**config.mk**
```make
export PLATFORM = sky130hd
export DESIGN_NAME = y2r_back
export DESIGN_NICKNAME = d
export VERILOG_FILES = /design/src/hdl/y2r_pkg.sv /design/src/hdl/y2r_back.sv
export SDC_FILE = /design/constraint.sdc
export NUM_CORES = 2
export LEC_CHECK = 0
export BUFFER_PORTS_ARGS = -buffer_cell sky130_fd_sc_hd__buf_4
export CAP_MARGIN = 25
export CORE_MARGIN = 5
export CORE_UTILIZATION = 55
export CTS_BUF_LIST = sky130_fd_sc_hd__clkbuf_16
export CTS_CLUSTER_SIZE = 16
export DETAILED_ROUTE_END_ITERATION = 8
export PLACE_DENSITY = 0.79
export SLEW_MARGIN = 20
export SYNTH_ARGS = -nofsm -noshare
export SYNTH_HDL_FRONTEND = slang
export SYNTH_SLANG_ARGS = --single-unit
```
**constraint.sdc**
```tcl
create_clock -name clk -period 16.1 [get_ports clk]
set_input_delay 0.805 -clock clk [delete_from_list [all_inputs] [get_ports clk]]
set_output_delay 0.805 -clock clk [all_outputs]
set_load 0.02 [all_outputs]
```
**src/hdl/y2r_pkg.sv**
```systemverilog
package y2r_pkg;

  localparam int COEF_FRAC_BITS = 8;
  localparam int COEF_W = 16;
  localparam int ROW_W = 48;
  localparam int OFS_W = 10;
  localparam int OFFS_REG_W = 30;
  localparam int CFG_IDX_W = 3;
  localparam int SUM_W = 30;
  localparam int QUEUE_DEPTH = 4;

  localparam logic [CFG_IDX_W-1:0] REG_COEF_RED = 3'd0;
  localparam logic [CFG_IDX_W-1:0] REG_COEF_GREEN = 3'd1;
  localparam logic [CFG_IDX_W-1:0] REG_COEF_BLUE = 3'd2;
  localparam logic [CFG_IDX_W-1:0] REG_OFFSETS = 3'd3;
  localparam logic [CFG_IDX_W-1:0] REG_SRC_ORDER = 3'd4;
  localparam logic [CFG_IDX_W-1:0] REG_OUT_FORMAT = 3'd5;
  localparam logic [CFG_IDX_W-1:0] REG_CHROMA_MODE = 3'd6;

  localparam logic [2:0] FMT_ARGB = 3'd0;
  localparam logic [2:0] FMT_BGRA = 3'd1;
  localparam logic [2:0] FMT_RGB24 = 3'd2;
  localparam logic [2:0] FMT_BGR24 = 3'd3;
  localparam logic [2:0] FMT_R210 = 3'd4;

  // front sequencer steps
  typedef enum logic [1:0] {
    STEP_IDLE,
    STEP_HELD,
    STEP_FIRST,
    STEP_SECOND
  } step_t;

  // one pixel job handed from the front to the back
  typedef struct packed {
    logic [7:0] luma;
    logic [7:0] u;
    logic [7:0] v;
    logic       run_last;
    logic       line_last;
  } pix_job_t;

endpackage

```
**src/hdl/y2r_back.sv**
```systemverilog
module y2r_back #(
  parameter int FRAC = y2r_pkg::COEF_FRAC_BITS
) (
  input  logic              clk,
  input  logic              rst,
  input  logic [47:0]       coef_row_red,
  input  logic [47:0]       coef_row_green,
  input  logic [47:0]       coef_row_blue,
  input  logic [29:0]       input_offsets,
  input  logic [2:0]        output_format,
  input  logic              job_valid,
  output logic              job_ready,
  input  y2r_pkg::pix_job_t job,
  output logic              out_valid,
  input  logic              out_ready,
  output logic [31:0]       pixel_word,
  output logic [2:0]        byte_count,
  output logic              run_last,
  output logic              line_last
);

  localparam int SW = y2r_pkg::SUM_W;

  // stage 1: offset samples and products
  logic              s1_valid, s2_valid, s1_ready, s2_ready;
  logic signed [10:0] oy, ou, ov;
  logic signed [26:0] prod [9];
  logic              s1_rl, s1_ll, s2_rl, s2_ll;
  logic [7:0]        r8, g8, b8;
  logic [9:0]        r10, g10, b10;
  logic signed [SW-1:0] sum [3];
  logic [9:0]        chan [3];
  logic              ten;

  assign s2_ready = !out_valid || out_ready;
  assign s1_ready = !s2_valid || s2_ready;
  assign job_ready = !s1_valid || s1_ready;

  always_comb begin
    oy = 11'(signed'({3'b0, job.luma})) + 11'(signed'(input_offsets[9:0]));
    ou = 11'(signed'({3'b0, job.u})) + 11'(signed'(input_offsets[19:10]));
    ov = 11'(signed'({3'b0, job.v})) + 11'(signed'(input_offsets[29:20]));
  end

  always_ff @(posedge clk) begin
    if (rst) s1_valid <= 1'b0;
    else if (job_ready) s1_valid <= job_valid;
    if (job_ready && job_valid) begin
      prod[0] <= signed'(coef_row_red[15:0]) * oy;
      prod[1] <= signed'(coef_row_red[31:16]) * ou;
      prod[2] <= signed'(coef_row_red[47:32]) * ov;
      prod[3] <= signed'(coef_row_green[15:0]) * oy;
      prod[4] <= signed'(coef_row_green[31:16]) * ou;
      prod[5] <= signed'(coef_row_green[47:32]) * ov;
      prod[6] <= signed'(coef_row_blue[15:0]) * oy;
      prod[7] <= signed'(coef_row_blue[31:16]) * ou;
      prod[8] <= signed'(coef_row_blue[47:32]) * ov;
      s1_rl <= job.run_last;
      s1_ll <= job.line_last;
    end
  end

  // stage 2: channel sums
  always_ff @(posedge clk) begin
    if (rst) s2_valid <= 1'b0;
    else if (s1_ready) s2_valid <= s1_valid;
    if (s1_ready && s1_valid) begin
      for (int c = 0; c < 3; c++)
        sum[c] <= SW'(prod[3*c]) + SW'(prod[3*c+1]) + SW'(prod[3*c+2]);
      s2_rl <= s1_rl;
      s2_ll <= s1_ll;
    end
  end

  // floor shift and clip
  assign ten = (output_format == y2r_pkg::FMT_R210);
  always_comb begin
    logic signed [SW-1:0] q;
    for (int c = 0; c < 3; c++) begin
      q = sum[c] >>> FRAC;
      if (q < 0) chan[c] = '0;
      else if (ten && q > 1023) chan[c] = 10'd1023;
      else if (!ten && q > 255) chan[c] = 10'd255;
      else chan[c] = q[9:0];
    end
    r10 = chan[0]; g10 = chan[1]; b10 = chan[2];
    r8 = chan[0][7:0]; g8 = chan[1][7:0]; b8 = chan[2][7:0];
  end

  // output register with packing
  always_ff @(posedge clk) begin
    if (rst) out_valid <= 1'b0;
    else if (s2_ready) out_valid <= s2_valid;
    if (s2_ready && s2_valid) begin
      run_last <= s2_rl;
      line_last <= s2_ll;
      case (output_format)
        y2r_pkg::FMT_RGB24, y2r_pkg::FMT_BGR24: byte_count <= 3'd3;
        default: byte_count <= 3'd4;
      endcase
      case (output_format)
        y2r_pkg::FMT_BGRA: pixel_word <= {b8, g8, r8, 8'd0};
        y2r_pkg::FMT_RGB24: pixel_word <= {8'd0, r8, g8, b8};
        y2r_pkg::FMT_BGR24: pixel_word <= {8'd0, b8, g8, r8};
        y2r_pkg::FMT_R210: pixel_word <= {2'b0, r10, g10, b10};
        default: pixel_word <= {8'd0, r8, g8, b8};
      endcase
    end
  end

`ifndef SYNTHESIS
  a_hold_out: assert property (@(posedge clk) disable iff (rst)
    (out_valid && !out_ready) |=> out_valid) else $error("result dropped");
  a_count_val: assert property (@(posedge clk) disable iff (rst)
    out_valid |-> (byte_count == 3'd3 || byte_count == 3'd4)) else $error("bad count");
  a_s2_stall: assert property (@(posedge clk) disable iff (rst)
    (s2_valid && !s2_ready) |=> s2_valid) else $error("stage lost");
`endif

endmodule

```
[Yosys cells after proc, flatten, opt, wreduce, memory -nomap -nowiden]
Memory sizes are Yosys's and may differ from the RTL's.
Index checks and enable logic that the tools add are counted.
Storage, ports and cells
  register bits after elaboration: 44
  memory bits (writable): 333
  output and inout bits: 39
  word-level logic and storage cells: 76
  memories: 2
Cells by class
  $add $sub $neg: 9
  multiply operators: 9
  $lt $le $gt $ge: 9
  eq/ne operators: 4
  multiplexer cells: 15
  reductions and logical operators: 17
Memory list
  prod: words 9, bits a word 27, rd ports 9, clocked after memory_dff 0, write ports 9, RTL line y2r_back.sv:27  | logic signed [26:0] prod [9];
  sum: words 3, bits a word 30, rd ports 3, clocked after memory_dff 0, write ports 3, RTL line y2r_back.sv:31  | logic signed [SW-1:0] sum [3];
Operators with widths (number)
  multiplier 16 x 11 -> 27 bit: 9
  case mux 32 bit (3 select lines): 1
  2-to-1 mux 10 bit: 9
  adder 28 x 27 -> 29 bit: 3
  adder 27 x 27 -> 28 bit: 3
  greater-than comparator 22 x 11 -> 1 bit, second input constant: 3
  greater-than comparator 22 x 9 -> 1 bit, second input constant: 3
  less-than comparator 22 x 1 -> 1 bit, second input constant: 3
  adder 9 x 10 -> 11 bit: 3
  logical AND 1 bit: 9
  == test 3 x 2 -> 1 bit, second input constant: 2
  zero test 1 bit: 4
  2-to-1 mux 1 bit: 4
  == test 3 x 1 -> 1 bit, second input constant: 1
  == test 3 bit, second input constant: 1
  logical OR 1 bit: 3
  2-to-1 mux 3 bit: 1
  OR reduction 2 bit: 1

[Longest topological paths before layout]
  depth in word-level cells: 7
  mapped depth: 33
  gate-level depth less buffers: 31

[Worst setup path before layout]
No wires, ideal clock.
  path type: reg-to-reg
  start: reg s1_valid
  end: mem prod[0][0], enable pin
  setup time: 0.998 ns
  arrival: 13.495 ns
  required time: 15.102 ns
  slack: 1.608 ns
  cell stages (with the launch flop): 2
  buffers on the path: 0
  clock period less this slack: 14.492 ns
  path through: dfxtp_1 > a31oi_1
RTL lines
  from (decl): RTL line y2r_back.sv:25  | logic s1_valid, s2_valid, s1_ready, s2_ready;
  from (signal assigned): RTL line y2r_back.sv:47  | else if (job_ready) s1_valid <= job_valid;
  to (decl): RTL line y2r_back.sv:27

==> impl_results.md <==
* Status: finished clean
* Initial antenna violation count at 26
* Worst-Skew Late Latency at between 500 and 600 ps
* Post-CTS setup buffer count at 0
* Global-route wire length before repair at roughly 300 mm
* Number of enable flip-flop cells after synthesis at 346
* IO Pins at approximately 250
* Final worst setup slack at approximately 8000 ps
* Area growth from synthesis to layout at 6.51%
* Register area share after synthesis at 13.9%
* Worst EP required at about 16,000 ps
* Avg Vias per Cell at about 5.5
* CP Capture Type: flop
* TritonCTS clock tree: done
* RePlAce Congestion at ~0.91
* Final hold viol count at 0
* Setup TNS at 0 ps
* DP HPWL at roughly 150 mm
* Vias in the first global route at just under 60,000
* GRT Total Usage at between 20 and 30%
* Max Fanout on Critical Path at 51
* Cell count after synthesis at 7,824
* Minimum clock period at 8330 ps
* Synth Warn # at 0
* Top FF cell, synth: edfxtp_1
* Critical path's largest stage delay at 520 ps
* Clock buffer depth at 3
* Post-route ant nets at 0
* RSZ-0062 raised after global routing: false
* Period utilisation layout at between 50% and 60%
* Synth Area per Inst at approximately 9.6 sq um
* Endpoints failing setup at 0
* Final slew viol count at 0
* Synthesized Nets at just over 10,000
* Hold Path Class: in2reg
* Root Buffer Master: clkbuf_16
* WP data arrival at roughly 8600 ps
* Die area at around 140,000 sq um
* Share of the synthesized area in the top cell type at between 40 and 50%
* Routed wire length at 183 mm
* Die Ht at 380 microns
* CP max-delay cell: fa_1
* WS Path Type: in2reg
* Maxcap violations at 0
* Leading cell type in the layout, fill and taps excluded: inv_1
* Most used cell, CP: fa_1
* Total grt overflow at 0
* Largest net degree at the start of global routing at approximately 80
* Area contributors post-synth: fa_1, edfxtp_1, ha_1
* Final nets at ~10,000
* Slew @ Worst Pin at slightly above 1000 ps
* Post-CTS Resized at 0
* Initial Util at between 50% and 60%
* Total clock sinks at about 350
* Distinct cells, synth at 87
* Worst slack at placement at approximately 7300 ps
* TritonRoute pass-1 iters at 6
* Cell family with most CP delay: adder cells
* Via Count at ~53,000
* Clk slew on worst S/H paths at approximately 60 ps
* CTS Buf Count at 41
* I/O Buffers at 245
* Most frequent cells in the layout: inv_1, fa_1, and2_1
* Startpoint Class: input port
* Fmax at between 100 and 150 MHz
* Hold buffer count at CTS at 0
* WHS at around 400 ps
* #FFs+latches synth at about 350
* Iter 0 DRT Violations at between 3,000 and 4,000
* Routed wire per std cell at roughly 19 microns
* CP Buf/Inv Count at 5
* Ys async rst share at 0%
* FP Rows at about 140
* Layout Skew at approximately 22 ps
* # DRC at 0
* Die W at 380 microns
* H-Tree Depth at 2
* Core area at 136,000 sq um
* Share of post-route cells with drive strength above 1 at under 10%
* Area leader, netlist: fa_1
* Worst slew margin at 32.2%
* Synth Cell Area at about 75,000 sq um
-- through the flow --
| step | area, sq um | std cells | util (%) |
|---|---|---|---|
| floorplan | 75300 | 7824 | - |
| global placement | 78700 | 9561 | 57.9 |
| detailed placement | 78700 | 9561 | 57.9 |
| CTS | 80100 | 9637 | 59.0 |
| global route | 80200 | 9649 | 59.0 |
| finish | 80200 | 9656 | 59.0 |
-- path summary, 6_finish.rpt --
kind | start | to | slack (ps) | depth (start not counted)
max | input_offsets[0] | prod[0][26] | 7770 | 31
max reg2reg | out_valid | prod[0][159] | 11700 | 6
min reg2reg | s1_ll | s2_ll | 420 | 0
min | job[1] | s1_rl | 400 | 1
-- Yosys cell counts (10+ instances only) --
library cell,instances
a21oi_1,184
a21o_1,91
and2_1,761
o22ai_1,14
xor2_1,60
nand3_1,48
or2_1,24
and3_1,22
nor4_1,13
inv_1,1847
xnor2_1,256
nor2_1,285
o21a_1,40
nand2_1,754
nor3_1,40
a211oi_1,21
nand4_1,14
a31oi_1,25
nand2b_1,29
or2_2,20
fa_1,1539
mux2i_1,12
o21ai_0,93
edfxtp_1,346
a21boi_0,10
clkbuf_1,322
o21ai_1,34
nor2b_1,87
ha_1,618
o21bai_1,41
or3_1,16
o211ai_1,12
-- logic make-up (layout without fill, tap and decap cells) --
logic type                 count (synthesis)  after routing  share of synthesized area (%)
buffers and inverters                   2174           2206                           10.8
muxes                                     18             18                          0.249
DFF                                      349            349                           13.9
adders and majority gates               2157           2157                           51.2
other                                      0             19                              0
AOI/OAI and AO/OA                        679            679                           5.97
and+or+nand+nor                         2131           2131                           14.2
xor gates and xnor gates                 316            316                           3.68
-- registers in the layout (all words and copies together) (netlist names) --
name / flops
line_last: 1
pixel_word: 32
s2_valid: 1
run_last: 1
byte_count: 2
s2_rl: 1
sum: 63
s1_rl: 1
out_valid: 1
s2_ll: 1
prod: 243
s1_valid: 1
s1_ll: 1
-- area by class of cell --
type                       count  area, sq um
inverter                    1847         6930
tap                         1781         2230
clock inverter                33          397
antenna                       19         47.5
fill                       11200        55600
timing repair buffer         283         2120
clock buffer                  43         1080
multi-input combinational   5301        56900
sequential                   349        10500
-- layer usage --
layer | part of all wire (%) | track usage [%]
met2 | 50 | 44.6
met4 | 4.4 | 10.4
met3 | 7.6 | 4.41
met1 | 38 | 32.9
met5 | 0.021 | 0
Power is left out: the tool's default activity adds up to more than one toggle a clock period on the data nets, which glitch-free logic cannot reach.
