$ cat src/hdl/y2r_pkg.sv
package y2r_pkg;

  localparam int COEF_FRAC_BITS = 8;
  localparam int COEF_W = 16;
  localparam int ROW_W = 48;
  localparam int OFS_W = 10;
  localparam int OFFS_REG_W = 30;
  localparam int CFG_IDX_W = 3;
  localparam int SUM_W = 30;
  localparam int QUEUE_DEPTH = 4;

  localparam logic [CFG_IDX_W-1:0] REG_COEF_RED = 3'd0;
  localparam logic [CFG_IDX_W-1:0] REG_COEF_GREEN = 3'd1;
  localparam logic [CFG_IDX_W-1:0] REG_COEF_BLUE = 3'd2;
  localparam logic [CFG_IDX_W-1:0] REG_OFFSETS = 3'd3;
  localparam logic [CFG_IDX_W-1:0] REG_SRC_ORDER = 3'd4;
  localparam logic [CFG_IDX_W-1:0] REG_OUT_FORMAT = 3'd5;
  localparam logic [CFG_IDX_W-1:0] REG_CHROMA_MODE = 3'd6;

  localparam logic [2:0] FMT_ARGB = 3'd0;
  localparam logic [2:0] FMT_BGRA = 3'd1;
  localparam logic [2:0] FMT_RGB24 = 3'd2;
  localparam logic [2:0] FMT_BGR24 = 3'd3;
  localparam logic [2:0] FMT_R210 = 3'd4;

  // front sequencer steps
  typedef enum logic [1:0] {
    STEP_IDLE,
    STEP_HELD,
    STEP_FIRST,
    STEP_SECOND
  } step_t;

  // one pixel job handed from the front to the back
  typedef struct packed {
    logic [7:0] luma;
    logic [7:0] u;
    logic [7:0] v;
    logic       run_last;
    logic       line_last;
  } pix_job_t;

endpackage

$ cat src/hdl/y2r_queue.sv
module y2r_queue #(
  parameter int DEPTH = y2r_pkg::QUEUE_DEPTH
) (
  input  logic              clk,
  input  logic              rst,
  input  logic              wr_valid,
  output logic              wr_ready,
  input  y2r_pkg::pix_job_t wr_data,
  output logic              rd_valid,
  input  logic              rd_ready,
  output y2r_pkg::pix_job_t rd_data
);

  localparam int AW = (DEPTH > 1) ? $clog2(DEPTH) : 1;

  y2r_pkg::pix_job_t slots [DEPTH];
  logic [AW-1:0] wr_ptr, rd_ptr;
  logic [AW:0]   count;
  logic          push, pop;

  assign wr_ready = (count != (AW+1)'(DEPTH));
  assign rd_valid = (count != '0);
  assign rd_data = slots[rd_ptr];
  assign push = wr_valid && wr_ready;
  assign pop = rd_valid && rd_ready;

  // slot storage
  always_ff @(posedge clk) begin
    if (push) slots[wr_ptr] <= wr_data;
  end

  // pointers and fill level
  always_ff @(posedge clk) begin
    if (rst) begin
      wr_ptr <= '0; rd_ptr <= '0; count <= '0;
    end else begin
      if (push) wr_ptr <= (wr_ptr == AW'(DEPTH-1)) ? '0 : wr_ptr + 1'b1;
      if (pop) rd_ptr <= (rd_ptr == AW'(DEPTH-1)) ? '0 : rd_ptr + 1'b1;
      count <= count + (AW+1)'(push) - (AW+1)'(pop);
    end
  end

`ifndef SYNTHESIS
  a_count_range: assert property (@(posedge clk) disable iff (rst)
    count <= (AW+1)'(DEPTH)) else $error("queue overflow");
  a_count_step: assert property (@(posedge clk) disable iff (rst)
    (push && !pop) |=> count == $past(count) + 1'b1) else $error("count slip");
  a_empty_ptrs: assert property (@(posedge clk) disable iff (rst)
    (count == '0) |-> wr_ptr == rd_ptr) else $error("pointer mismatch");
`endif

endmodule

$ cat config.mk
export PLATFORM = sky130hd
export DESIGN_NAME = y2r_queue
export DESIGN_NICKNAME = d
export VERILOG_FILES = /design/src/hdl/y2r_pkg.sv /design/src/hdl/y2r_queue.sv
export SDC_FILE = /design/constraint.sdc
export NUM_CORES = 1
export LEC_CHECK = 0
export ABC_AREA = 1
export BUFFER_PORTS_ARGS = -buffer_cell sky130_fd_sc_hd__buf_2
export CORE_MARGIN = 3
export CORE_UTILIZATION = 52
export DETAILED_ROUTE_END_ITERATION = 8
export HOLD_SLACK_MARGIN = 0.15
export PLACE_DENSITY = 0.76
export SETUP_SLACK_MARGIN = 0.15
export SYNTH_ARGS = -nofsm -noshare
export SYNTH_HDL_FRONTEND = slang
export SYNTH_SLANG_ARGS = --single-unit
$ cat constraint.sdc
create_clock -name clk -period 6.1 [get_ports clk]
set_input_delay 0.61 -clock clk [delete_from_list [all_inputs] [get_ports clk]]
set_output_delay 0.61 -clock clk [all_outputs]
set_load 0.005 [all_outputs]
## After elaboration in Yosys (flattened, before gate mapping)

Memories as Yosys holds them, arrays and structs flattened. A register that Yosys moved wholly into a read port is not among the register bits.
Index checks and enable logic that the tools add are counted.

- Reduce and logical (&&, ||, !) cells: 3
- Equal/unequal tests: 3
- Add/sub/neg operators: 4
- Multiplexer cells: 6

Operator list:

| operator | count |
|---|---|
| 2-to-1 mux 2 bit | 4 |
| adder 2 x 1 -> 2 bit (second input constant) | 2 |
| equality test 2 bit (second input constant) | 2 |
| adder 3 x 1 -> 3 bit | 1 |
| inequality test 3 bit (second input constant) | 1 |
| nonzero test 3 bit | 1 |
| subtractor 3 x 1 -> 3 bit | 1 |
| logical AND 1 bit | 2 |
| 2-to-1 mux 1 bit | 2 |

- Word-level logic and storage cells: 20
- RAM bits: 104
- Output and inout bits: 28
- Memories kept: 1
- Register bits after elaboration: 7

Memory list:

| memory | words | width | read ports | clocked after Yosys merged registers in | write ports | line | source |
|---|---|---|---|---|---|---|---|
| slots | 4 | 26 | 1 | 1 | 1 | y2r_queue.sv:16 | `y2r_pkg::pix_job_t slots [DEPTH];` |

## Longest topological paths before layout

Gate-level depths: netlist of run 1.

- Depth after elaboration: 4
- Depth in mapped cells: 12
- Mapped depth without buffers: 12

## Least setup slack after synthesis of run 1

No wires, ideal clock.

- Path kind: input to register
- From: input wr_valid
- To: memory slots[3][0] (netlist bit), enable pin
- Arrival time: 1786 ps
- Library setup time: 409 ps
- Stages on the path: 2
- Path slack: 3905 ps
- Cells stage by stage: nand2_4 > nor2_1

- Cells in the longest elaborated chain, start to end: 3

Ends and longest elaborated chain:

| what | line | source |
|---|---|---|
| from (decl) | y2r_queue.sv:6 | `input logic wr_valid,` |
| logical AND 1 bit | y2r_queue.sv:24 | `assign push = wr_valid && wr_ready;` |
| 2-to-1 mux 1 bit | y2r_queue.sv:29 | `if (push) slots[wr_ptr] <= wr_data;` |
| 2-to-1 mux 1 bit (not written as such) | y2r_queue.sv:29 |  |
| to (decl) | y2r_queue.sv:16 |  |

Every way passes these cells.

==> metrics.cfg, run 1 <==
[synth]
synth_edf_count=104
synthTopCellsByArea=edfxtp_1 72%, nor2_1 5.9%, o21ai_0 4.8%, dfxtp_1 4.2%, o22ai_1 3.7%
ys_ff_latch=113
synth_top_cells_by_count=104 x edfxtp_1, 68 x nor2_1, 42 x o21ai_0
ys_async_sr_fraction=0
syn_inst=314
synth_top_area_share=0.720
syn_area_per_cell_sq_um=13.8
ys.flop_type=edfxtp_1
synth_top_area_cell=edfxtp_1
synthMostInstantiatedCell=edfxtp_1
yosys_warnings=0
syn_area_sq_um=4340
synth.distinct_cells=25
seq_area_frac_synth=0.761
syn_nets=352

[detailed_routing]
dr.first_iter.drc_count=197
antenna_left=0
dr_wl_met3_microns=558
totalWireLength_microns=8300
avgViaCountPerCell=5.54
wl_met2_microns=4060
num_vias=2713
drc=0
wl_met1_microns=3480
wl_per_cell_microns=16.9
dr.pass1.iters=4
dr.max_layer_used=met4

[clock_tree]
clk_pin_slew_ps=50
htree_levels=4
ctsHoldBuffers=0
cts_num_sinks=113
post_cts_buffers=0
cts_buffer_depth=2
ctsResizeCount=0
clk_latency_ps=500
cts_buffers=17
cts_root_buf=clkbuf_8
cts_tree=done

[grt]
grt_max_degree=54
grt-ovfl-total=0
grt_first_pass_wirelength_microns=13200
grtUsageTotal=0.183
grt_pass1_vias=2749
antenna_found_initial=0

[cells_and_area]
fin_nets=413
diodes=0
fillers=562
drive_above_1_share=0.247
synthToLayoutAreaGrowth_pct=22.3

[floorplanning]
initial_core_util=0.547
io_pins=58
dieArea_sq_um=9470
coreArea_sq_um=7930
num_rows=32
fp.dieW_microns=97.3
die-height_microns=97.3

[min_path]
hp-class=in -> reg
hold_depth=2

[placement]
gp_congestion=0.717
place_hpwl_microns=4530
pre_cts_ws_ps=3560
placement.io_buffers=57

[timing]
fin_ws_ps=3020
drv_slew=0
clock.fmax_mhz=325
grt_setup_unrepaired=false
finClkSkew_ps=12.6
period_needed_ps=3080
final_hold_viol_count=0
worst_pin_slew_ps=962
fin_setup_tns_ps=0
min_period_over_period=0.504
holdWs_ps=294
finalSetupViolations=0
relSlewSlack=0.359

[power_and_ir_drop]
sw_frac_of_total=0.278
switchingPower_mw=0.715
p_per_area_nw_per_um2=485
seqPwrFrac=0.404
power.share.clock=0.394
p_leak_nw=1.94
combPwrFrac=0.202
ir_worst_vdd_v=0.000326
internal_power_mw=1.86

[worst_setup_path]
crit_fanout=53
cp-end-kind=output port
crit_type=reg -> out
critPathLaunchType=flop
critPathArrivalTime_ps=2470
r2r_cells=12
worst-r2r-setup-slack_ps=4100
worstPathRequired_ps=5490

[flow_run]
maxCapViolations=0

[outcome]
status=finished, final reports clean

-- path summary, 6_finish.rpt --
path                                start           to
worst min register to register  rd_ptr[0]         flop
worst max-delay path                 flop  rd_data[12]
worst max register to register   count[1]     count[2]
worst min-delay path                  rst     count[1]
-- registers in the layout (all words and copies together) (netlist names), named ones only --
signal  flops
slots     104
rd_ptr      2
wr_ptr      2
count       3
-- cell type report --
type	count	area [sq um]	area share
Sequential cell	113	3300	0.623
Multi-Input combinational cell	172	921	0.174
Clock buffer	19	422	0.0795
Timing Repair Buffer	57	285	0.0538
Clock inverter	13	191	0.0361
Tap cell	102	128	0.0241
Inverter	14	55.1	0.0104
-- metal layers --
metal	global-route usage	vias to the layer above
li1	-	1272
met1	0.221	1316
met2	0.287	108
met3	0.0711	17
met4	0.0948	0
met5	0	-
-- worst max-delay path, cell delays in order, from the launching register on --
cell	delay [ps]
dfxtp_2	960
inv_4	430
o21ai_0	310
o22ai_1	110
buf_2	140
-- cell families (layout without fill, tap and decap cells) --
kind of cell / Yosys count / in the layout / synth area share
flip-flops: 113 / 113 / 0.761
AND/OR/NAND/NOR: 83 / 83 / 0.0773
AO/OA/AOI/OAI: 80 / 80 / 0.101
buffers and inverters: 29 / 103 / 0.0332
adder cells (fa/ha/maj): 8 / 8 / 0.0248
XOR/XNOR: 1 / 1 / 0.00202
-- power by group through the flow --
| stage | logic [mW] | clock network [mW] | registers, mW |
|---|---|---|---|
| 4_1_cts | 0.524 | 1.03 | 1.04 |
| 3_5_place_dp | 0.520 | 0 | 1.05 |
| 5_1_grt | 0.585 | 1.07 | 1.05 |
| 2_1_floorplan | 0.366 | 0 | 0.998 |
| 6_report | 0.521 | 1.01 | 1.04 |
| 3_3_place_gp | 0.507 | 0 | 1.05 |
-- layout by cell type, fill, tap and decap left out --
master / instances
or2_2: 1
edfxtp_1: 104
xnor2_1: 1
clkbuf_16: 16
o21ai_0: 42
nand2_1: 8
nand3b_1: 2
a21oi_1: 1
ha_1: 7
buf_2: 57
nand2_4: 1
o22ai_1: 26
fa_1: 1
inv_1: 12
nand2_2: 1
o21ai_1: 10
dfxtp_1: 8
nor2_4: 4
clkinv_2: 3
bufinv_16: 5
dfxtp_2: 1
clkinv_1: 3
inv_4: 1
a21boi_2: 1
clkbuf_8: 1
nor2_1: 64
clkinvlp_4: 2
inv_2: 1
nor2_2: 1
nand3_1: 1
clkbuf_1: 2
-- metrics by stage --
step                      utilization  instance area [sq um]  cells  power (mW)
after floorplan                     -                   4340    314        1.36
after global placement          0.592                   4690    458        1.56
after detailed placement        0.592                   4690    458        1.57
after CTS                       0.669                   5310    490        2.59
after global routing            0.669                   5310    490        2.70
final                           0.669                   5310    490        2.57
(Power assumes the default switching activity.)
==> run 2, diff against run 1 <==
- ABC_AREA: 1 -> 0
- clock period: 6.1 -> 3 ns (I/O delays scaled with it)
==> metrics.cfg, run 2 <==
[outcome]
status=finished, final reports clean

[synth]
synth_top_area_cell=edfxtp_1
synthMostInstantiatedCell=edfxtp_1
ys_ff_latch=113  ; unchanged
syn_nets=223  ; -37%
synth_edf_count=104  ; unchanged
ys_async_sr_fraction=0  ; unchanged
syn_inst=185  ; -41%
syn_area_per_cell_sq_um=22.9  ; +66%
synth_top_cells_by_count=104 x edfxtp_1, 26 x mux4_2, 9 x dfxtp_1
synth_top_area_share=0.738  ; +0.0181
synth.distinct_cells=29  ; +16%
syn_area_sq_um=4230  ; -2.5%
synthTopCellsByArea=edfxtp_1 74%, mux4_2 14%, dfxtp_1 4.3%, ha_1 2.1%, and3_2 0.53%
yosys_warnings=0  ; unchanged
ys.flop_type=edfxtp_1
seq_area_frac_synth=0.781  ; +0.0191

[clock_tree]
clk_pin_slew_ps=50  ; about the same
cts_buffer_depth=2  ; unchanged
clk_latency_ps=510  ; about the same
cts_buffers=17  ; unchanged
post_cts_buffers=0  ; unchanged
cts_tree=done
htree_levels=4  ; unchanged
ctsResizeCount=0  ; unchanged
cts_root_buf=clkbuf_8
cts_num_sinks=113  ; unchanged

[cells_and_area]
largest_reg_flops=104  ; unchanged
stdcell_count=400  ; -18%
regMostFlops=slots
synthToLayoutAreaGrowth_pct=30.9
final_cell_mix=104 x edfxtp_1, 57 x buf_2, 28 x dlygate4sd3_1
reg_top3=slots x104, count x3
layout_commonest_cell=edfxtp_1
final_area_sq_um=5540  ; +4.4%
fin_nets=323  ; -22%
diodes=0  ; unchanged
fillers=473  ; -16%
drive_above_1_share=0.423  ; +0.175

[worst_setup_path]
critPathLaunchType=flop
cp_slowest_stage_delay_ps=650  ; -310 ps
critPathArrivalTime_ps=2200  ; -270 ps
path_cells=buf_4 -> mux4_2 -> buf_2
cp-end-kind=output port
crit_type=reg -> out
worstPathRequired_ps=2700  ; -2790 ps
crit_fanout=14  ; -74%
slowest_stage=dfxtp_2

[floorplanning]
dieArea_sq_um=9260  ; -2.3%
initial_core_util=0.542  ; -0.00520
num_rows=32  ; unchanged
coreArea_sq_um=7810  ; -1.5%
io_pins=58  ; unchanged
die-height_microns=96.2  ; -1.2%
fp.dieW_microns=96.2  ; -1.2%

[timing]
fin_setup_tns_ps=0  ; unchanged
final_hold_viol_count=0  ; unchanged
worst_pin_slew_ps=719  ; -243 ps
finClkSkew_ps=5.64  ; -6.99 ps
period_needed_ps=2500
min_period_over_period=0.834
relSlewSlack=0.521  ; +0.162
drv_slew=0  ; unchanged
finalSetupViolations=0  ; unchanged
clock.fmax_mhz=400
grt_setup_unrepaired=false

[power_and_ir_drop]
ir_worst_vdd_v=0.000517  ; +59%
p_per_area_nw_per_um2=905  ; +87%
p_leak_nw=1.99  ; +2.4%
total_power_mw=5.01  ; +95%

[grt]
grt.met2_usage=0.315  ; +0.0280
grtUsageTotal=0.187  ; +0.00364
top_usage_layer=met2
use_met1=0.214  ; -0.00668
grt-ovfl-total=0  ; unchanged
grt_pass1_vias=2277  ; -17%
grt_first_pass_wirelength_microns=11800  ; -10%
antenna_found_initial=0  ; unchanged
use_met3=0.0680  ; -0.00305
grt_max_degree=27  ; -50%

[placement]
place_hpwl_microns=4480  ; -1.1%
placed_cell_area_sq_um=4630  ; -1.4%
placement.io_buffers=57  ; unchanged
dp_cells=340  ; -26%
gp_congestion=0.749  ; +4.5%

[detailed_routing]
antenna_left=0  ; unchanged
num_vias=2152  ; -21%
avgViaCountPerCell=5.38  ; -2.8%
totalWireLength_microns=7910  ; -4.8%
wl_per_cell_microns=19.8  ; +17%
drc=0  ; unchanged
dr.first_iter.drc_count=90  ; -54%
dr.pass1.iters=4  ; unchanged

[flow_run]
maxCapViolations=0  ; unchanged

[min_path]
hp-class=in -> reg

-- run 2: worst max-delay path, delay by kind of cell, from the launching register on --
| kind | cells | cell delay [ps] |
|---|---|---|
| mux | 1 | 550 |
| flops | 1 | 650 |
| buf+inv | 2 | 490 |
-- run 2: cells by family after synthesis --
| family | after synthesis | share of synthesized area |
|---|---|---|
| xor gates and xnor gates | 1 | 0.00207 |
| muxes | 28 | 0.143 |
| AOI/OAI and AO/OA | 4 | 0.00710 |
| adders and majority gates | 8 | 0.0254 |
| and+or+nand+nor | 18 | 0.0260 |
| DFF | 113 | 0.781 |
| buffers and inverters | 13 | 0.0157 |
-- run 2: per-stage QoR --
stage | worst slack [ps] | hold slack (ps) | util
2_1_floorplan | 738 | 399 | -
5_1_grt | 351 | 246 | 0.709
4_1_cts | 428 | 198 | 0.709
3_3_place_gp | 699 | 480 | 0.593
3_5_place_dp | 606 | 487 | 0.593
6_report | 497 | 227 | 0.709
-- run 2: final timing paths --
path,from,to,slack [ps],cells after the start
worst max register to register,count[1],count[2],580,10
worst min-delay path,rd_ready,flop,230,4
worst min register to register,wr_ptr[1],wr_ptr[1],520,2
worst max-delay path,flop,rd_data[24],500,3
-- run 2: cell type report --
class / count / area (sq um) / share of cell area
multi-input cells: 59 / 862 / 0.156
well taps: 102 / 128 / 0.0230
flip-flops and latches: 113 / 3300 / 0.597
clock buffers: 18 / 418 / 0.0754
inverters: 5 / 18.8 / 0.00339
repair buffers: 89 / 596 / 0.108
clock inverters: 14 / 213 / 0.0384
-- run 2: where the power goes --
part	switching [mW]	total (mW)	leakage, nW	internal, mW
logic	0.390	0.851	0.665	0.461
registers	0.111	2.05	1.03	1.94
clock network	0.680	2.11	0.297	1.43
total	1.18	5.01	1.99	3.83
-- run 2: what timing repair did --
item / 4_1_cts / 5_1_grt
hold endpoints to repair: 113 / 0
hold buffers: 28 / 0
endpoints found under the setup margin: 0 / 0
-- run 2: layer usage --
layer	wire, microns	vias up
met5	0	-
met1	2880	1083
met4	148	0
met2	4310	88
met3	569	16
li1	-	965
==> run 3, diff against run 2 <==
- ABC_AREA: 0 -> 1
- clock period: 3 -> 2.5 ns (I/O delays scaled with it)
==> metrics.cfg, run 3 (synthesis results as in run 1) <==
[timing]
fin_setup_tns_ps=0  ; unchanged
finalSetupViolations=0  ; unchanged
final_hold_viol_count=0  ; unchanged
finClkSkew_ps=8.58  ; +2.94 ps
min_period_over_period=0.853
drv_slew=0  ; unchanged
worst_pin_slew_ps=510  ; -209 ps
clock.fmax_mhz=469
period_needed_ps=2130
grt_setup_unrepaired=false
relSlewSlack=0.660  ; +0.139

[clock_tree]
post_cts_buffers=0  ; unchanged
cts_tree=done
clk_pin_slew_ps=50  ; about the same
cts_buffers=17  ; unchanged
cts_num_sinks=113  ; unchanged
clk_latency_ps=500  ; about the same
cts_root_buf=clkbuf_8
cts_buffer_depth=2  ; unchanged
htree_levels=4  ; unchanged

[floorplanning]
initial_core_util=0.547  ; +0.00520
num_rows=32  ; unchanged
dieArea_sq_um=9470  ; +2.4%
io_pins=58  ; unchanged
die-height_microns=97.3  ; +1.2%
fp.dieW_microns=97.3  ; +1.2%
coreArea_sq_um=7930  ; +1.5%

[worst_setup_path]
worstPathRequired_ps=2250  ; -450 ps
path_cells=buf_4 -> o21ai_0 -> o22ai_1 -> buf_2
crit_family=flip-flops
critPathLaunchType=flop
cp-end-kind=output port
critPathArrivalTime_ps=1880  ; -320 ps
crit_fanout=28  ; +14
crit_type=reg -> out
crit_buf_inv=2  ; unchanged
cp_slowest_stage_delay_ps=520  ; -130 ps
slowest_stage=dfxtp_4

[detailed_routing]
num_vias=2789  ; +30%
avgViaCountPerCell=5.31  ; -1.3%
antenna_left=0  ; unchanged
wl_per_cell_microns=16.2  ; -18%
dr.pass1.iters=4  ; unchanged
dr.first_iter.drc_count=224  ; +150%
drc=0  ; unchanged
totalWireLength_microns=8520  ; +7.7%

[cells_and_area]
final_cell_mix=104 x edfxtp_1, 64 x nor2_1, 57 x buf_2
synthToLayoutAreaGrowth_pct=28.5
reg_top3=slots x104, count x3
fin_nets=448  ; +39%
regMostFlops=slots
drive_above_1_share=0.241  ; -0.182
largest_reg_flops=104  ; unchanged
layout_commonest_cell=edfxtp_1
diodes=0  ; unchanged

[flow_run]
maxCapViolations=0  ; unchanged

[placement]
place_hpwl_microns=4720  ; +5.4%
gp_congestion=0.711  ; -5.1%
placement.io_buffers=57  ; unchanged

[power_and_ir_drop]
internal_power_mw=4.28  ; +12%
power.share.clock=0.357  ; -0.064
ir_worst_vdd_v=0.000626  ; +21%
switchingPower_mw=1.75  ; +48%
combPwrFrac=0.231  ; +0.061
p_leak_nw=2.06  ; +3.8%
p_per_area_nw_per_um2=1080  ; +20%
sw_frac_of_total=0.290  ; +0.0547
total_power_mw=6.03  ; +20%
seqPwrFrac=0.412  ; +0.003

[grt]
grt_first_pass_wirelength_microns=13500  ; +15%
grt_pass1_vias=2828  ; +24%
grtUsageTotal=0.186  ; -0.00123
grt-ovfl-total=0  ; unchanged
grt_max_degree=53  ; +96%
antenna_found_initial=0  ; unchanged

[min_path]
hp-class=in -> reg

[outcome]
status=finished, final reports clean

==> run 3: changes by cell type in the layout (fill, tap and decap cells not counted), sizes merged, moves of 3 or more <==
cell / before / now
clkinv: 4 / 10
o21ai: 1 / 52
and3: 4 / 0
o22ai: 0 / 26
nor2: 3 / 69
inv: 6 / 14
mux4: 26 / 0
or3: 3 / 0
nand2: 2 / 10
bufinv: 5 / 2
==> run 3: routing by layer <==
metal	track usage	part of all wire
met1	0.223	0.41
met2	0.308	0.50
met3	0.0517	0.078
met4	0.0927	0.012
met5	0	0
==> run 3: cell type report <==
type	count	area [sq um]
flip-flops and latches	113	3310
fillers	512	2350
multi-input cells	172	921
repair buffers	92	621
clock buffers	18	418
well taps	102	128
clock inverters	14	123
inverters	14	55.1
==> run 3: stage by stage <==
stage / instance area, sq um / cells / hold WS, ps / utilization / worst slack [ps]
after floorplan: 4340 / 314 / 317 / - / 327
after global placement: 4740 / 464 / 439 / 0.598 / 576
after detailed placement: 4740 / 464 / 450 / 0.598 / 525
after CTS: 5570 / 525 / 448 / 0.702 / 165
after global routing: 5570 / 525 / 470 / 0.703 / 223
final: 5570 / 525 / 475 / 0.703 / 367
==> run 3: tightest hold or removal path, stage by stage <==
cell and delay [ps]:
dlygate4sd3_1 520, buf_2 120, nor2_1 40
==> run 3: path summary, 6_finish.rpt <==
| path | start | end | slack, ps | cells past startpoint |
|---|---|---|---|---|
| worst min-delay path | rst | count[1] | 470 | 3 |
| worst max register to register | count[1] | count[2] | 520 | 12 |
| worst min register to register | rd_ptr[0] | flop | 510 | 2 |
| worst max-delay path | flop | rd_data[18] | 370 | 4 |
==> run 3: power by group through the flow <==
stage,Combinational [mW],Clock (mW),Sequential (mW)
global route,1.56,2.26,2.51
detailed placement,1.36,0,2.51
floorplan,0.893,0,2.44
global placement,1.33,0,2.50
CTS,1.41,2.18,2.47
finish,1.39,2.15,2.48
==> run 3: timing repair <==
item | CTS | global route
resized for setup | 0 | 2
setup endpoints to repair | 0 | 24
hold buffers | 29 | 0
endpoints found under the hold margin | 113 | 0
