$ cat config.mk
export PLATFORM = sky130hd
export DESIGN_NAME = y2r_front
export DESIGN_NICKNAME = d
export VERILOG_FILES = /design/src/hdl/y2r_pkg.sv /design/src/hdl/y2r_front.sv
export SDC_FILE = /design/constraint.sdc
export NUM_CORES = 1
export LEC_CHECK = 0
export ABC_AREA = 1
export BUFFER_PORTS_ARGS = -buffer_cell sky130_fd_sc_hd__clkbuf_2
export CAP_MARGIN = 10
export CORE_MARGIN = 2
export CORE_UTILIZATION = 40
export CTS_CLUSTER_DIAMETER = 30
export DETAILED_ROUTE_END_ITERATION = 7
export SYNTH_ARGS = -nofsm -noshare
export SYNTH_HDL_FRONTEND = slang
export SYNTH_SLANG_ARGS = --single-unit
$ cat constraint.sdc
create_clock -name clk -period 5.1 [get_ports clk]
set_clock_uncertainty 0.2 [all_clocks]
set_input_delay 0.51 -clock clk [delete_from_list [all_inputs] [get_ports clk]]
set_output_delay 0.51 -clock clk [all_outputs]
set_load 0.02 [all_outputs]
$ cat src/hdl/y2r_pkg.sv
package y2r_pkg;

  localparam int COEF_FRAC_BITS = 8;
  localparam int COEF_W = 16;
  localparam int ROW_W = 48;
  localparam int OFS_W = 10;
  localparam int OFFS_REG_W = 30;
  localparam int CFG_IDX_W = 3;
  localparam int SUM_W = 30;
  localparam int QUEUE_DEPTH = 4;

  localparam logic [CFG_IDX_W-1:0] REG_COEF_RED = 3'd0;
  localparam logic [CFG_IDX_W-1:0] REG_COEF_GREEN = 3'd1;
  localparam logic [CFG_IDX_W-1:0] REG_COEF_BLUE = 3'd2;
  localparam logic [CFG_IDX_W-1:0] REG_OFFSETS = 3'd3;
  localparam logic [CFG_IDX_W-1:0] REG_SRC_ORDER = 3'd4;
  localparam logic [CFG_IDX_W-1:0] REG_OUT_FORMAT = 3'd5;
  localparam logic [CFG_IDX_W-1:0] REG_CHROMA_MODE = 3'd6;

  localparam logic [2:0] FMT_ARGB = 3'd0;
  localparam logic [2:0] FMT_BGRA = 3'd1;
  localparam logic [2:0] FMT_RGB24 = 3'd2;
  localparam logic [2:0] FMT_BGR24 = 3'd3;
  localparam logic [2:0] FMT_R210 = 3'd4;

  // front sequencer steps
  typedef enum logic [1:0] {
    STEP_IDLE,
    STEP_HELD,
    STEP_FIRST,
    STEP_SECOND
  } step_t;

  // one pixel job handed from the front to the back
  typedef struct packed {
    logic [7:0] luma;
    logic [7:0] u;
    logic [7:0] v;
    logic       run_last;
    logic       line_last;
  } pix_job_t;

endpackage

$ cat src/hdl/y2r_front.sv
module y2r_front (
  input  logic              clk,
  input  logic              rst,
  input  logic              source_order,
  input  logic              chroma_mode,
  input  logic              in_valid,
  output logic              in_ready,
  input  logic [31:0]       pixel_pair,
  input  logic              line_end,
  output logic              job_valid,
  input  logic              job_ready,
  output y2r_pkg::pix_job_t job
);

  // captured pair and the pixels still to issue from it
  logic [7:0] cur_y1, cur_y2, cur_u, cur_v;
  logic       cur_eol, cur_hold;
  y2r_pkg::step_t step, step_next;  // held pixel, first, second
  logic [7:0] held_luma, held_u, held_v;
  logic       pixel_pending, pending_next;
  logic       hold_now;

  logic [7:0] y1, y2, u, v;
  logic       last_step;

  always_comb begin
    if (!source_order) begin
      y1 = pixel_pair[31:24]; u = pixel_pair[23:16];
      y2 = pixel_pair[15:8];  v = pixel_pair[7:0];
    end else begin
      u = pixel_pair[31:24];  y1 = pixel_pair[23:16];
      v = pixel_pair[15:8];   y2 = pixel_pair[7:0];
    end
  end

  // job contents for the current step
  always_comb begin
    job = '0;
    last_step = 1'b0;
    case (step)
      y2r_pkg::STEP_HELD: begin
        job.luma = held_luma;
        job.u = 8'(({1'b0, held_u} + {1'b0, cur_u}) >> 1);
        job.v = 8'(({1'b0, held_v} + {1'b0, cur_v}) >> 1);
      end
      y2r_pkg::STEP_FIRST: begin
        job.luma = cur_y1; job.u = cur_u; job.v = cur_v;
        job.run_last = cur_hold;
        last_step = cur_hold;
      end
      y2r_pkg::STEP_SECOND: begin
        job.luma = cur_y2; job.u = cur_u; job.v = cur_v;
        job.run_last = 1'b1;
        job.line_last = cur_eol;
        last_step = 1'b1;
      end
      default: ;
    endcase
  end

  assign job_valid = (step != y2r_pkg::STEP_IDLE);
  assign in_ready = (step == y2r_pkg::STEP_IDLE) || (job_ready && last_step);
  assign hold_now = job_valid && job_ready && (step == y2r_pkg::STEP_FIRST) && cur_hold;

  // next step and pending flag
  always_comb begin
    step_next = step;
    pending_next = pixel_pending;
    if (job_valid && job_ready) begin
      case (step)
        y2r_pkg::STEP_HELD: step_next = y2r_pkg::STEP_FIRST;
        y2r_pkg::STEP_FIRST: step_next = cur_hold ? y2r_pkg::STEP_IDLE : y2r_pkg::STEP_SECOND;
        default: step_next = y2r_pkg::STEP_IDLE;
      endcase
      if (hold_now) pending_next = 1'b1;
    end
    if (in_valid && in_ready) begin
      step_next = pending_next ? y2r_pkg::STEP_HELD : y2r_pkg::STEP_FIRST;
      pending_next = 1'b0;
    end
  end

  // step sequencer
  always_ff @(posedge clk) begin
    if (rst) begin
      step <= y2r_pkg::STEP_IDLE;
      pixel_pending <= 1'b0;
      held_luma <= '0; held_u <= '0; held_v <= '0;
    end else begin
      step <= step_next;
      pixel_pending <= pending_next;
      if (hold_now) begin
        held_luma <= cur_y2; held_u <= cur_u; held_v <= cur_v;
      end
      if (in_valid && in_ready) begin
        cur_y1 <= y1; cur_y2 <= y2; cur_u <= u; cur_v <= v;
        cur_eol <= line_end;
        cur_hold <= chroma_mode && !line_end;
      end
    end
  end

`ifndef SYNTHESIS
  a_ready_only_at_end: assert property (@(posedge clk) disable iff (rst)
    in_ready |-> (step == y2r_pkg::STEP_IDLE || last_step)) else $error("ready mid pair");
  a_pending_step: assert property (@(posedge clk) disable iff (rst)
    (step == y2r_pkg::STEP_HELD) |-> !pixel_pending) else $error("pending set while averaging");
  a_eol_no_hold: assert property (@(posedge clk) disable iff (rst)
    (step != y2r_pkg::STEP_IDLE && cur_eol) |-> !cur_hold) else $error("hold at line end");
`endif

endmodule

# After elaboration in Yosys (flattened, before gate mapping)
# Index checks and enable logic that the tools add are counted.
# word_totals
input_bits	39
register_bits	61
word_cells	44
output_inout_bits	28
# classes
n_bitwise	1
n_reduce_logical	13
add_sub_neg	2
n_eq_ne	3
n_mux	14
# op_table
operator	n
case mux 24 bit (3 select lines)	1
two-way mux 8 bit	4
adder 8 x 8 -> 9 bit	2
two-way mux 2 bit	4
logical AND 1 bit	6
equality test 2 bit, second input constant	2
case mux 2 bit (2 select lines)	1
nonzero test 2 bit	2
two-way mux 1 bit	3
equality test 2 x 1 -> 1 bit, second input constant	1
logical NOT 2 bit	1
case mux 1 bit (2 select lines)	1
AND reduction 2 bit	1
OR reduction 2 bit	1
logical NOT 1 bit	1
logical OR 1 bit	1
inverter 1 bit	1

# Longest topological paths before layout
# Gate-level depths: netlist of the first run.
# logic_depth
ltp_word	8
mapped_depth	12
mapped_depth_nobuf	10

# Least setup slack after synthesis of the first run
# Ideal clock, no wire load.
# synth_timing
kind	reg2reg
start	register step[0]
end	register cur_eol (enable)
stages_incl_launch_ff	10
path_buffers	1
required_ns	4.475
arrival_time_ns	2.585
period_less_slack_ns	3.211
setup_slack_ns	1.889
path_cell_list	dfxtp_1 -> inv_1 -> ha_1 -> buf_6 -> nand2_2 -> inv_2 -> nor2_2 -> o21ai_4 -> nand2_2 -> nor2_1
# synth_via
elab_chain_len	6
word_cells_on_any_way	8
cone_classes	eq/ne: 2; mux: 1; reduce/logical: 5
# synth_rtl
item	line	rtl
from (decl)	y2r_front.sv:18	y2r_pkg::step_t step, step_next;
from (signal assigned)	y2r_front.sv:86	step <= y2r_pkg::STEP_IDLE;
from (signal assigned)	y2r_front.sv:90	step <= step_next;
equality test 2 bit	y2r_front.sv:40	case (step)
case mux 1 bit (2 select lines)	y2r_front.sv:40	
logical AND 1 bit	y2r_front.sv:62	assign in_ready = (step == y2r_pkg::STEP_IDLE) || (job_ready && last_step);
logical OR 1 bit *	y2r_front.sv:62	
named net in_ready	y2r_front.sv:7	output logic in_ready,
logical AND 1 bit *	y2r_front.sv:95	if (in_valid && in_ready) begin
AND reduction 2 bit (no source line) *	-	
to (signal assigned)	y2r_front.sv:97	cur_eol <= line_end;
to (decl)	y2r_front.sv:17	logic cur_eol, cur_hold;
# The timed path passes the listed nets; every way through them passes the cells marked *.
# A chain may end at the register's enable or synchronous reset.

==> results_tabular.tex, run 1 <==
\begin{tabular}{lr}
\hline
Metric & Value \\
\hline
\multicolumn{2}{l}{\textbf{Synthesis}} \\
\quad Distinct cell type count of the synthesized netlist & 30 \\
\quad Number of synthesized flops with an enable pin & 34 \\
\quad Share of async-settable or async-resettable flops after synthesis & 0 \\
\quad Library cell with the largest summed area after synthesis & sky130\_fd\_sc\_hd\_\_edfxtp\_1 \\
\quad Mean Syn Cell Area & between 7 and 8 um\^{}2 \\
\quad Total nets after synthesis & between 500 and 600 \\
\quad Number of flip-flops and latches in the synthesized netlist & 61 \\
\quad Ys Warns & 0 \\
\quad Main synth FF type & sky130\_fd\_sc\_hd\_\_edfxtp\_1 \\
\quad Share of the synthesized area in the top cell type & 0.276 \\
\quad Synth area leaders & sky130\_fd\_sc\_hd\_\_edfxtp\_1, sky130\_fd\_sc\_hd\_\_dfxtp\_1, sky130\_fd\_sc\_hd\_\_nand2\_1 \\
\quad Area of the mapped netlist & 0.00369 mm\^{}2 \\
\quad Post-synthesis sequential area ratio & 0.423 \\
\quad Number of cells produced by synthesis & between 500 and 600 \\
\multicolumn{2}{l}{\textbf{Setup path}} \\
\quad Largest delay contributor family on the critical path & adder cells \\
\quad Endpoint type of the worst setup path & output pin \\
\quad Worst endpoint required time & between 4 and 5 ns \\
\quad Setup slack on the worst flop-to-flop path & between 2 and 2.5 ns \\
\quad Maximum single-stage delay on the critical path & 0.70 ns \\
\quad Data arrival time of the critical path & $\sim$2.4 ns \\
\quad Nature of the critical path startpoint & register \\
\quad Crit path buffers/inverters & 3 \\
\quad Critical R2R Launch & step[0] \\
\quad Slowest stage cell, crit path & sky130\_fd\_sc\_hd\_\_ha\_1 \\
\quad Cell count of the worst reg-to-reg path & 7 \\
\quad R2r endpoint & cur\_u[2] \\
\quad Worst setup path start & step[1] \\
\quad Critical path class & reg -> out \\
\quad Sequence of cells on the critical path & inv\_1, ha\_1, inv\_1, a21oi\_1, o21ai\_0, a21oi\_1, clkbuf\_2 \\
\quad Critical-path maximum fanout & 21 \\
\multicolumn{2}{l}{\textbf{Flow run}} \\
\quad Max-capacitance violation count & 0 \\
\multicolumn{2}{l}{\textbf{CTS}} \\
\quad Hold buffer count at cts & 0 \\
\quad Root Driver & sky130\_fd\_sc\_hd\_\_clkbuf\_8 \\
\quad TritonCTS Buffers & 9 \\
\quad Clk buf depth & 2 \\
\quad Register clock-pin slew on the reported worst setup and hold paths & approximately 0.060 ns \\
\quad Post-CTS Resized & 0 \\
\quad Buffers inserted during post-CTS setup optimization & 0 \\
\quad Clk sinks & slightly above 60 \\
\quad Clock H-tree levels & 3 \\
\quad Clk\_lat worst skew & roughly 0.32 ns \\
\quad Clock tree from TritonCTS & built \\
\multicolumn{2}{l}{\textbf{Detailed routing}} \\
\quad Via-per-instance ratio & about 4.7 \\
\quad Router iterations before antenna repair & 4 \\
\quad Drt first-iter violations & between 200 and 250 \\
\quad Total DRC errors in the routed layout & 0 \\
\quad Overall via count from detail\_route & $\sim$3200 \\
\quad Routed WL per cell & approximately 12 um \\
\quad Total wirelength of the detailed-routed design & between 8000 and 9000 um \\
\quad Residual antenna-violating net count after detailed routing & 0 \\
\multicolumn{2}{l}{\textbf{Timing}} \\
\quad Tightest Pin Transition & 0.939 ns \\
\quad Slew headroom & 0.374 \\
\quad Unrepaired setup endpoints after global routing & false \\
\quad Final clock period utilization by the worst path & 0.600 \\
\quad Final total negative setup slack & 0 ns \\
\quad Final worst path period need & 3.06 ns \\
\quad Total count of max-transition violations in the final report & 0 \\
\quad \# setup viols final & 0 \\
\quad Highest attainable clock frequency & approximately 0.33 GHz \\
\quad Number of failing hold endpoints at the final stage & 0 \\
\quad Tightest hold margin & roughly 0.18 ns \\
\multicolumn{2}{l}{\textbf{Floorplanning}} \\
\quad Die Span Y & 100 um \\
\quad Floorplan Core Area & 0.00911 mm\^{}2 \\
\quad Horizontal extent of the die & around 100 um \\
\quad Effective utilization at floorplan & 0.406 \\
\quad Die Footprint & 0.0100 mm\^{}2 \\
\quad I/O pin count & between 60 and 70 \\
\quad Core Rows & 35 \\
\multicolumn{2}{l}{\textbf{GRT}} \\
\quad First-pass GRT wire length & 13400 um \\
\quad Global routing's busiest layer & met2 \\
\quad Number of global-route vias before repair & approximately 2800 \\
\quad Antenna violations before repair & 0 \\
\quad Largest net degree at the start of global routing & between 60 and 70 \\
\quad Final global-route overflow total & 0 \\
\quad GR Util met2 & 0.266 \\
\quad Global Route met1 Usage & 0.239 \\
\quad GRT Total Usage & 0.169 \\
\quad Grt met3 use & 0.0341 \\
\multicolumn{2}{l}{\textbf{Layout}} \\
\quad Final-stage net count & 621 \\
\quad Commonest cells after routing, fill and taps aside & sky130\_fd\_sc\_hd\_\_nand2\_1, sky130\_fd\_sc\_hd\_\_nor2\_1, sky130\_fd\_sc\_hd\_\_inv\_1, sky130\_fd\_sc\_hd\_\_clkbuf\_2, sky130\_fd\_sc\_hd\_\_a21oi\_1 \\
\quad Diode count & 0 \\
\quad Non-filler instance count after layout & approximately 680 \\
\quad Most frequent standard cell in the layout excluding fill and tap cells & sky130\_fd\_sc\_hd\_\_nand2\_1 \\
\quad Growth of design area from synthesis to finish & 14.1\% \\
\quad Ratio of cells with drive above 1 in the final layout & 0.169 \\
\multicolumn{2}{l}{\textbf{Hold path}} \\
\quad Worst Hold Path EP & cur\_eol \\
\quad Hold/Removal Path Class & in -> reg \\
\quad Source of the worst hold timing path & line\_end \\
\quad Worst hold stages & 1 \\
\multicolumn{2}{l}{\textbf{Outcome}} \\
\quad Status & completed \\
\multicolumn{2}{l}{\textbf{Placed design}} \\
\quad Port Buffer Count & 66 \\
\quad Global placer's final weighted congestion & 0.876 \\
\quad Estimated wirelength of the detail-placed design & $\sim$6300 um \\
\quad Post-Place Cells & about 660 \\
\multicolumn{2}{l}{\textbf{Power and ir drop}} \\
\quad Peak supply drop & approximately 0.00015 V \\
\quad Areal power density over the cells & 261 mW/mm\^{}2 \\
\quad Leakage Power & approximately 2.1 nW \\
\hline
\end{tabular}
routing by layer:
layer | wire length (um) | vias to the layer above
li1 | - | 1724
met1 | 4020 | 1373
met2 | 3670 | 78
met3 | 491 | 5
met4 | 64 | 0
met5 | 0 | -
power by group:
group	internal, W	switching [W]
Combinational	0.0000514	0.0000968
Sequential	0.000543	0.0000132
Clock	0.000221	0.000174
Total	0.000815	0.000284
registers in the layout, summed over array words and instances (netlist names):
register / count
cur_u: 8
cur_v: 8
cur_y1: 8
cur_y2: 8
held_luma: 8
held_u: 8
held_v: 8
step: 2
cur_eol: 1
cur_hold: 1
pixel_pending: 1
area by class of cell:
class	instances	area [um^2]
clock buffer	10	128
clock inverter	6	53.8
tap	111	139
multi-input combinational	353	1730
fill	951	4890
inverter	70	268
sequential	61	1560
timing repair buffer	67	338
cells by family after synthesis:
logic type / count (synthesis) / share of synthesized area
adder cells (fa/ha/maj): 20 / 0.0718
buffers and inverters: 93 / 0.111
AO/OA/AOI/OAI: 92 / 0.129
multiplexers: 1 / 0.00271
AND/OR/NAND/NOR: 240 / 0.263
flip-flops: 61 / 0.423
synthesized netlist by cell type (2+ instances only):
cell and instances:
sky130_fd_sc_hd__ha_1 18, sky130_fd_sc_hd__clkbuf_1 7, sky130_fd_sc_hd__fa_1 2, sky130_fd_sc_hd__nor2_1 72, sky130_fd_sc_hd__a21oi_1 46, sky130_fd_sc_hd__buf_6 6, sky130_fd_sc_hd__nand3b_1 2, sky130_fd_sc_hd__nand4_1 2
sky130_fd_sc_hd__or2_2 3, sky130_fd_sc_hd__nand3_1 24, sky130_fd_sc_hd__buf_2 4, sky130_fd_sc_hd__o21ai_0 34, sky130_fd_sc_hd__inv_2 3, sky130_fd_sc_hd__o21ai_1 10, sky130_fd_sc_hd__edfxtp_1 34, sky130_fd_sc_hd__nand2_1 129
sky130_fd_sc_hd__nand2_2 3, sky130_fd_sc_hd__buf_1 4, sky130_fd_sc_hd__nor3_1 2, sky130_fd_sc_hd__dfxtp_1 27, sky130_fd_sc_hd__inv_1 66
worst max-delay path by stage:
| stage | endpoint | slack (ns) | cells past startpoint |
|---|---|---|---|
| global placement | job[11] | 2.44 | 7 |
| finish | job[3] | 2.04 | 7 |
| floorplan | cur_eol | 1.89 | 9 |
| global route | job[3] | 1.83 | 7 |
| detailed placement | job[3] | 2.36 | 7 |
| CTS | job[3] | 1.99 | 7 |
metrics by stage:
step                      total power [W]  setup WS [ns]  cell area (um^2)   util
after global placement           0.000712           2.44              4030  0.443
after detailed placement         0.000715           2.36              4030  0.443
after floorplan                  0.000668           1.89              3690      -
after CTS                         0.00111           1.99              4210  0.463
final                             0.00110           2.04              4210  0.463
after global routing              0.00115           1.83              4210  0.463
No activity file was read; power rests on OpenSTA's default activity.
==> run 2: changes to the inputs <==
--- a/config.mk
+++ b/config.mk
@@ -5,7 +5,7 @@
 export SDC_FILE = /design/constraint.sdc
 export NUM_CORES = 1
 export LEC_CHECK = 0
-export ABC_AREA = 1
+export ABC_AREA = 0
 export BUFFER_PORTS_ARGS = -buffer_cell sky130_fd_sc_hd__clkbuf_2
 export CAP_MARGIN = 10
 export CORE_MARGIN = 2
==> constraint.sdc (replaced) <==
create_clock -name clk -period 3.15 [get_ports clk]
set_clock_uncertainty 0.2 [all_clocks]
set_input_delay 0.315 -clock clk [delete_from_list [all_inputs] [get_ports clk]]
set_output_delay 0.315 -clock clk [all_outputs]
set_load 0.02 [all_outputs]
==> results_tabular.tex, run 2 <==
\begin{tabular}{lr}
\hline
Metric & Value \\
\hline
\multicolumn{2}{l}{\textbf{Outcome}} \\
\quad Status & completed \\
\multicolumn{2}{l}{\textbf{Layout}} \\
\quad Commonest cells after routing, fill and taps aside & sky130\_fd\_sc\_hd\_\_clkbuf\_2, sky130\_fd\_sc\_hd\_\_nand2\_1, sky130\_fd\_sc\_hd\_\_a21oi\_1 \\
\quad \# fillers & 858 \\
\quad Most frequent standard cell in the layout excluding fill and tap cells & sky130\_fd\_sc\_hd\_\_clkbuf\_2 \\
\quad Growth of design area from synthesis to finish & 19.7\% \\
\quad Non-filler instance count after layout & between 500 and 600 \\
\quad Ratio of cells with drive above 1 in the final layout & 0.297 \\
\quad Final-stage net count & between 400 and 500 \\
\quad Diode count & 0 \\
\quad Final core utilization & 0.488 \\
\multicolumn{2}{l}{\textbf{Setup path}} \\
\quad Critical-path maximum fanout & 4 \\
\quad Critical path class & reg -> out \\
\quad Slowest stage cell, crit path & sky130\_fd\_sc\_hd\_\_or4\_1 \\
\quad Sequence of cells on the critical path & ha\_1, nor2b\_4, o2111a\_1, or4\_1, a32o\_1, clkbuf\_2 \\
\quad Worst endpoint required time & roughly 2.6 ns \\
\quad Maximum single-stage delay on the critical path & $\sim$0.47 ns \\
\quad Nature of the critical path startpoint & register \\
\quad Data arrival time of the critical path & approximately 2.4 ns \\
\quad Endpoint type of the worst setup path & output pin \\
\multicolumn{2}{l}{\textbf{Placed design}} \\
\quad Global placer's final weighted congestion & 0.845 \\
\quad Port Buffer Count & 66 \\
\quad Estimated wirelength of the detail-placed design & between 6000 and 7000 um \\
\quad Post-Place Cells & 519 \\
\multicolumn{2}{l}{\textbf{Timing}} \\
\quad Final worst path period need & 2.95 ns \\
\quad Highest attainable clock frequency & $\sim$0.34 GHz \\
\quad Number of failing hold endpoints at the final stage & 0 \\
\quad Slew headroom & 0.520 \\
\quad Final total negative setup slack & 0 ns \\
\quad \# setup viols final & 0 \\
\quad Unrepaired setup endpoints after global routing & false \\
\quad Tightest Pin Transition & between 0.7 and 0.8 ns \\
\quad Final clock period utilization by the worst path & 0.935 \\
\quad Total count of max-transition violations in the final report & 0 \\
\multicolumn{2}{l}{\textbf{Synthesis}} \\
\quad Post-synthesis sequential area ratio & 0.446 \\
\quad Library cell with the largest summed area after synthesis & sky130\_fd\_sc\_hd\_\_edfxtp\_1 \\
\quad Ys Warns & 0 \\
\quad Share of async-settable or async-resettable flops after synthesis & 0 \\
\quad Share of the synthesized area in the top cell type & 0.292 \\
\quad Number of synthesized flops with an enable pin & 34 \\
\quad Number of cells produced by synthesis & 356 \\
\quad Total nets after synthesis & about 420 \\
\quad Distinct cell type count of the synthesized netlist & 38 \\
\quad Library cell with the highest instance count after synthesis & sky130\_fd\_sc\_hd\_\_nand2\_1 \\
\quad Area of the mapped netlist & around 0.0035 mm\^{}2 \\
\quad Number of flip-flops and latches in the synthesized netlist & 61 \\
\quad Main synth FF type & sky130\_fd\_sc\_hd\_\_edfxtp\_1 \\
\quad Synth area leaders & sky130\_fd\_sc\_hd\_\_edfxtp\_1, sky130\_fd\_sc\_hd\_\_dfxtp\_1, sky130\_fd\_sc\_hd\_\_mux2\_2 \\
\quad Mean Syn Cell Area & 9.83 um\^{}2 \\
\quad Ranking of synthesized cells by instance count & sky130\_fd\_sc\_hd\_\_nand2\_1, sky130\_fd\_sc\_hd\_\_a21oi\_1, sky130\_fd\_sc\_hd\_\_edfxtp\_1 \\
\multicolumn{2}{l}{\textbf{GRT}} \\
\quad Final global-route overflow total & 0 \\
\quad GR Util met2 & 0.302 \\
\quad Global Route met1 Usage & 0.234 \\
\quad Number of global-route vias before repair & between 2000 and 3000 \\
\quad First-pass GRT wire length & $\sim$14000 um \\
\quad GRT Total Usage & 0.181 \\
\quad Largest net degree at the start of global routing & 33 \\
\quad Global routing's busiest layer & met2 \\
\quad Grt met3 use & 0.0288 \\
\quad Antenna violations before repair & 0 \\
\multicolumn{2}{l}{\textbf{Floorplanning}} \\
\quad Horizontal extent of the die & roughly 98 um \\
\quad Die Span Y & between 90 and 100 um \\
\quad Die Footprint & around 0.0095 mm\^{}2 \\
\quad Effective utilization at floorplan & 0.407 \\
\quad Core Rows & 34 \\
\quad Floorplan Core Area & $\sim$0.0086 mm\^{}2 \\
\quad I/O pin count & 67 \\
\multicolumn{2}{l}{\textbf{CTS}} \\
\quad Clk sinks & 61 \\
\quad Post-CTS Resized & 0 \\
\quad Clk buf depth & 2 \\
\quad Register clock-pin slew on the reported worst setup and hold paths & 0.07 ns \\
\quad Root Driver & sky130\_fd\_sc\_hd\_\_clkbuf\_8 \\
\quad Clock H-tree levels & 3 \\
\quad Clock tree from TritonCTS & built \\
\quad TritonCTS Buffers & 9 \\
\quad Buffers inserted during post-CTS setup optimization & 0 \\
\quad Clk\_lat worst skew & 0.34 ns \\
\multicolumn{2}{l}{\textbf{Detailed routing}} \\
\quad Overall via count from detail\_route & 2922 \\
\quad Total wirelength of the detailed-routed design & $\sim$8500 um \\
\quad Routed WL per cell & approximately 16 um \\
\quad Residual antenna-violating net count after detailed routing & 0 \\
\quad Drt first-iter violations & between 100 and 150 \\
\quad Router iterations before antenna repair & 5 \\
\quad Total DRC errors in the routed layout & 0 \\
\quad Via-per-instance ratio & 5.45 \\
\multicolumn{2}{l}{\textbf{Power and ir drop}} \\
\quad Peak supply drop & 0.000246 V \\
\quad Leakage Power & about 1.6 nW \\
\quad Areal power density over the cells & approximately 490 mW/mm\^{}2 \\
\multicolumn{2}{l}{\textbf{Hold path}} \\
\quad Hold/Removal Path Class & in -> reg \\
\multicolumn{2}{l}{\textbf{Flow run}} \\
\quad Max-capacitance violation count & 0 \\
\hline
\end{tabular}
run 2: cell type report:
type / instances / area, um^2 / area share
Multi-Input combinational cell: 262 / 1810 / 0.432
Sequential cell: 61 / 1560 / 0.373
Inverter: 11 / 41.3 / 0.00985
Tap cell: 108 / 135 / 0.0322
Clock buffer: 11 / 131 / 0.0313
Clock inverter: 5 / 76.3 / 0.0182
Timing Repair Buffer: 78 / 435 / 0.104
run 2: final timing paths:
kind	cells after the start	end	slack, ns	startpoint
worst max-delay path	6	job[7]	0.20	cur_v[2]
worst min-delay path	2	cur_hold	0.08	chroma_mode
worst max register to register	6	cur_y1[1]	0.58	step[0]
worst min register to register	2	held_u[4]	0.26	held_u[4]
run 2: kinds of logic after synthesis:
logic type	after synthesis	synth area share
DFF	61	0.446
buffers and inverters	33	0.0375
adders and majority gates	20	0.0758
muxes	32	0.103
AOI/OAI and AO/OA	89	0.170
xor gates and xnor gates	4	0.0100
and+or+nand+nor	117	0.157
run 2: routing by layer:
layer | share of wire | vias to the layer above
met5 | 0 | -
met4 | 0.015 | 0
met3 | 0.058 | 14
met2 | 0.47 | 88
met1 | 0.45 | 1367
li1 | - | 1453
run 2: critical path: cells and delay by family (launching register included):
family,cells,cell delay (ns)
and+or+nand+nor,2,0.62
AOI/OAI and AO/OA,2,0.52
DFF,1,0.42
adders and majority gates,1,0.37
buffers and inverters,1,0.15
run 2: metrics by stage:
| stage | setup WS [ns] | power [W] | area [um^2] | hold slack [ns] |
|---|---|---|---|---|
| floorplan | 0.477 | 0.00119 | 3500 | 0.214 |
| finish | 0.203 | 0.00206 | 4190 | 0.0753 |
| CTS | 0.200 | 0.00207 | 4190 | 0.0765 |
| global route | 0.0495 | 0.00215 | 4190 | 0.0857 |
| global placement | 0.603 | 0.00132 | 3970 | 0.242 |
| detailed placement | 0.581 | 0.00133 | 3970 | 0.252 |
run 2: what timing repair did:
| action | 4_1_cts | 5_1_grt |
|---|---|---|
| setup endpoints to repair | 0 | 0 |
| endpoints found under the hold margin | 1 | 0 |
| hold buffers | 1 | 0 |
run 2: power by group:
part	internal, W	switching, W	total (W)
Combinational	0.000158	0.000233	0.000391
Sequential	0.000893	0.0000302	0.000923
Clock	0.000442	0.000304	0.000746
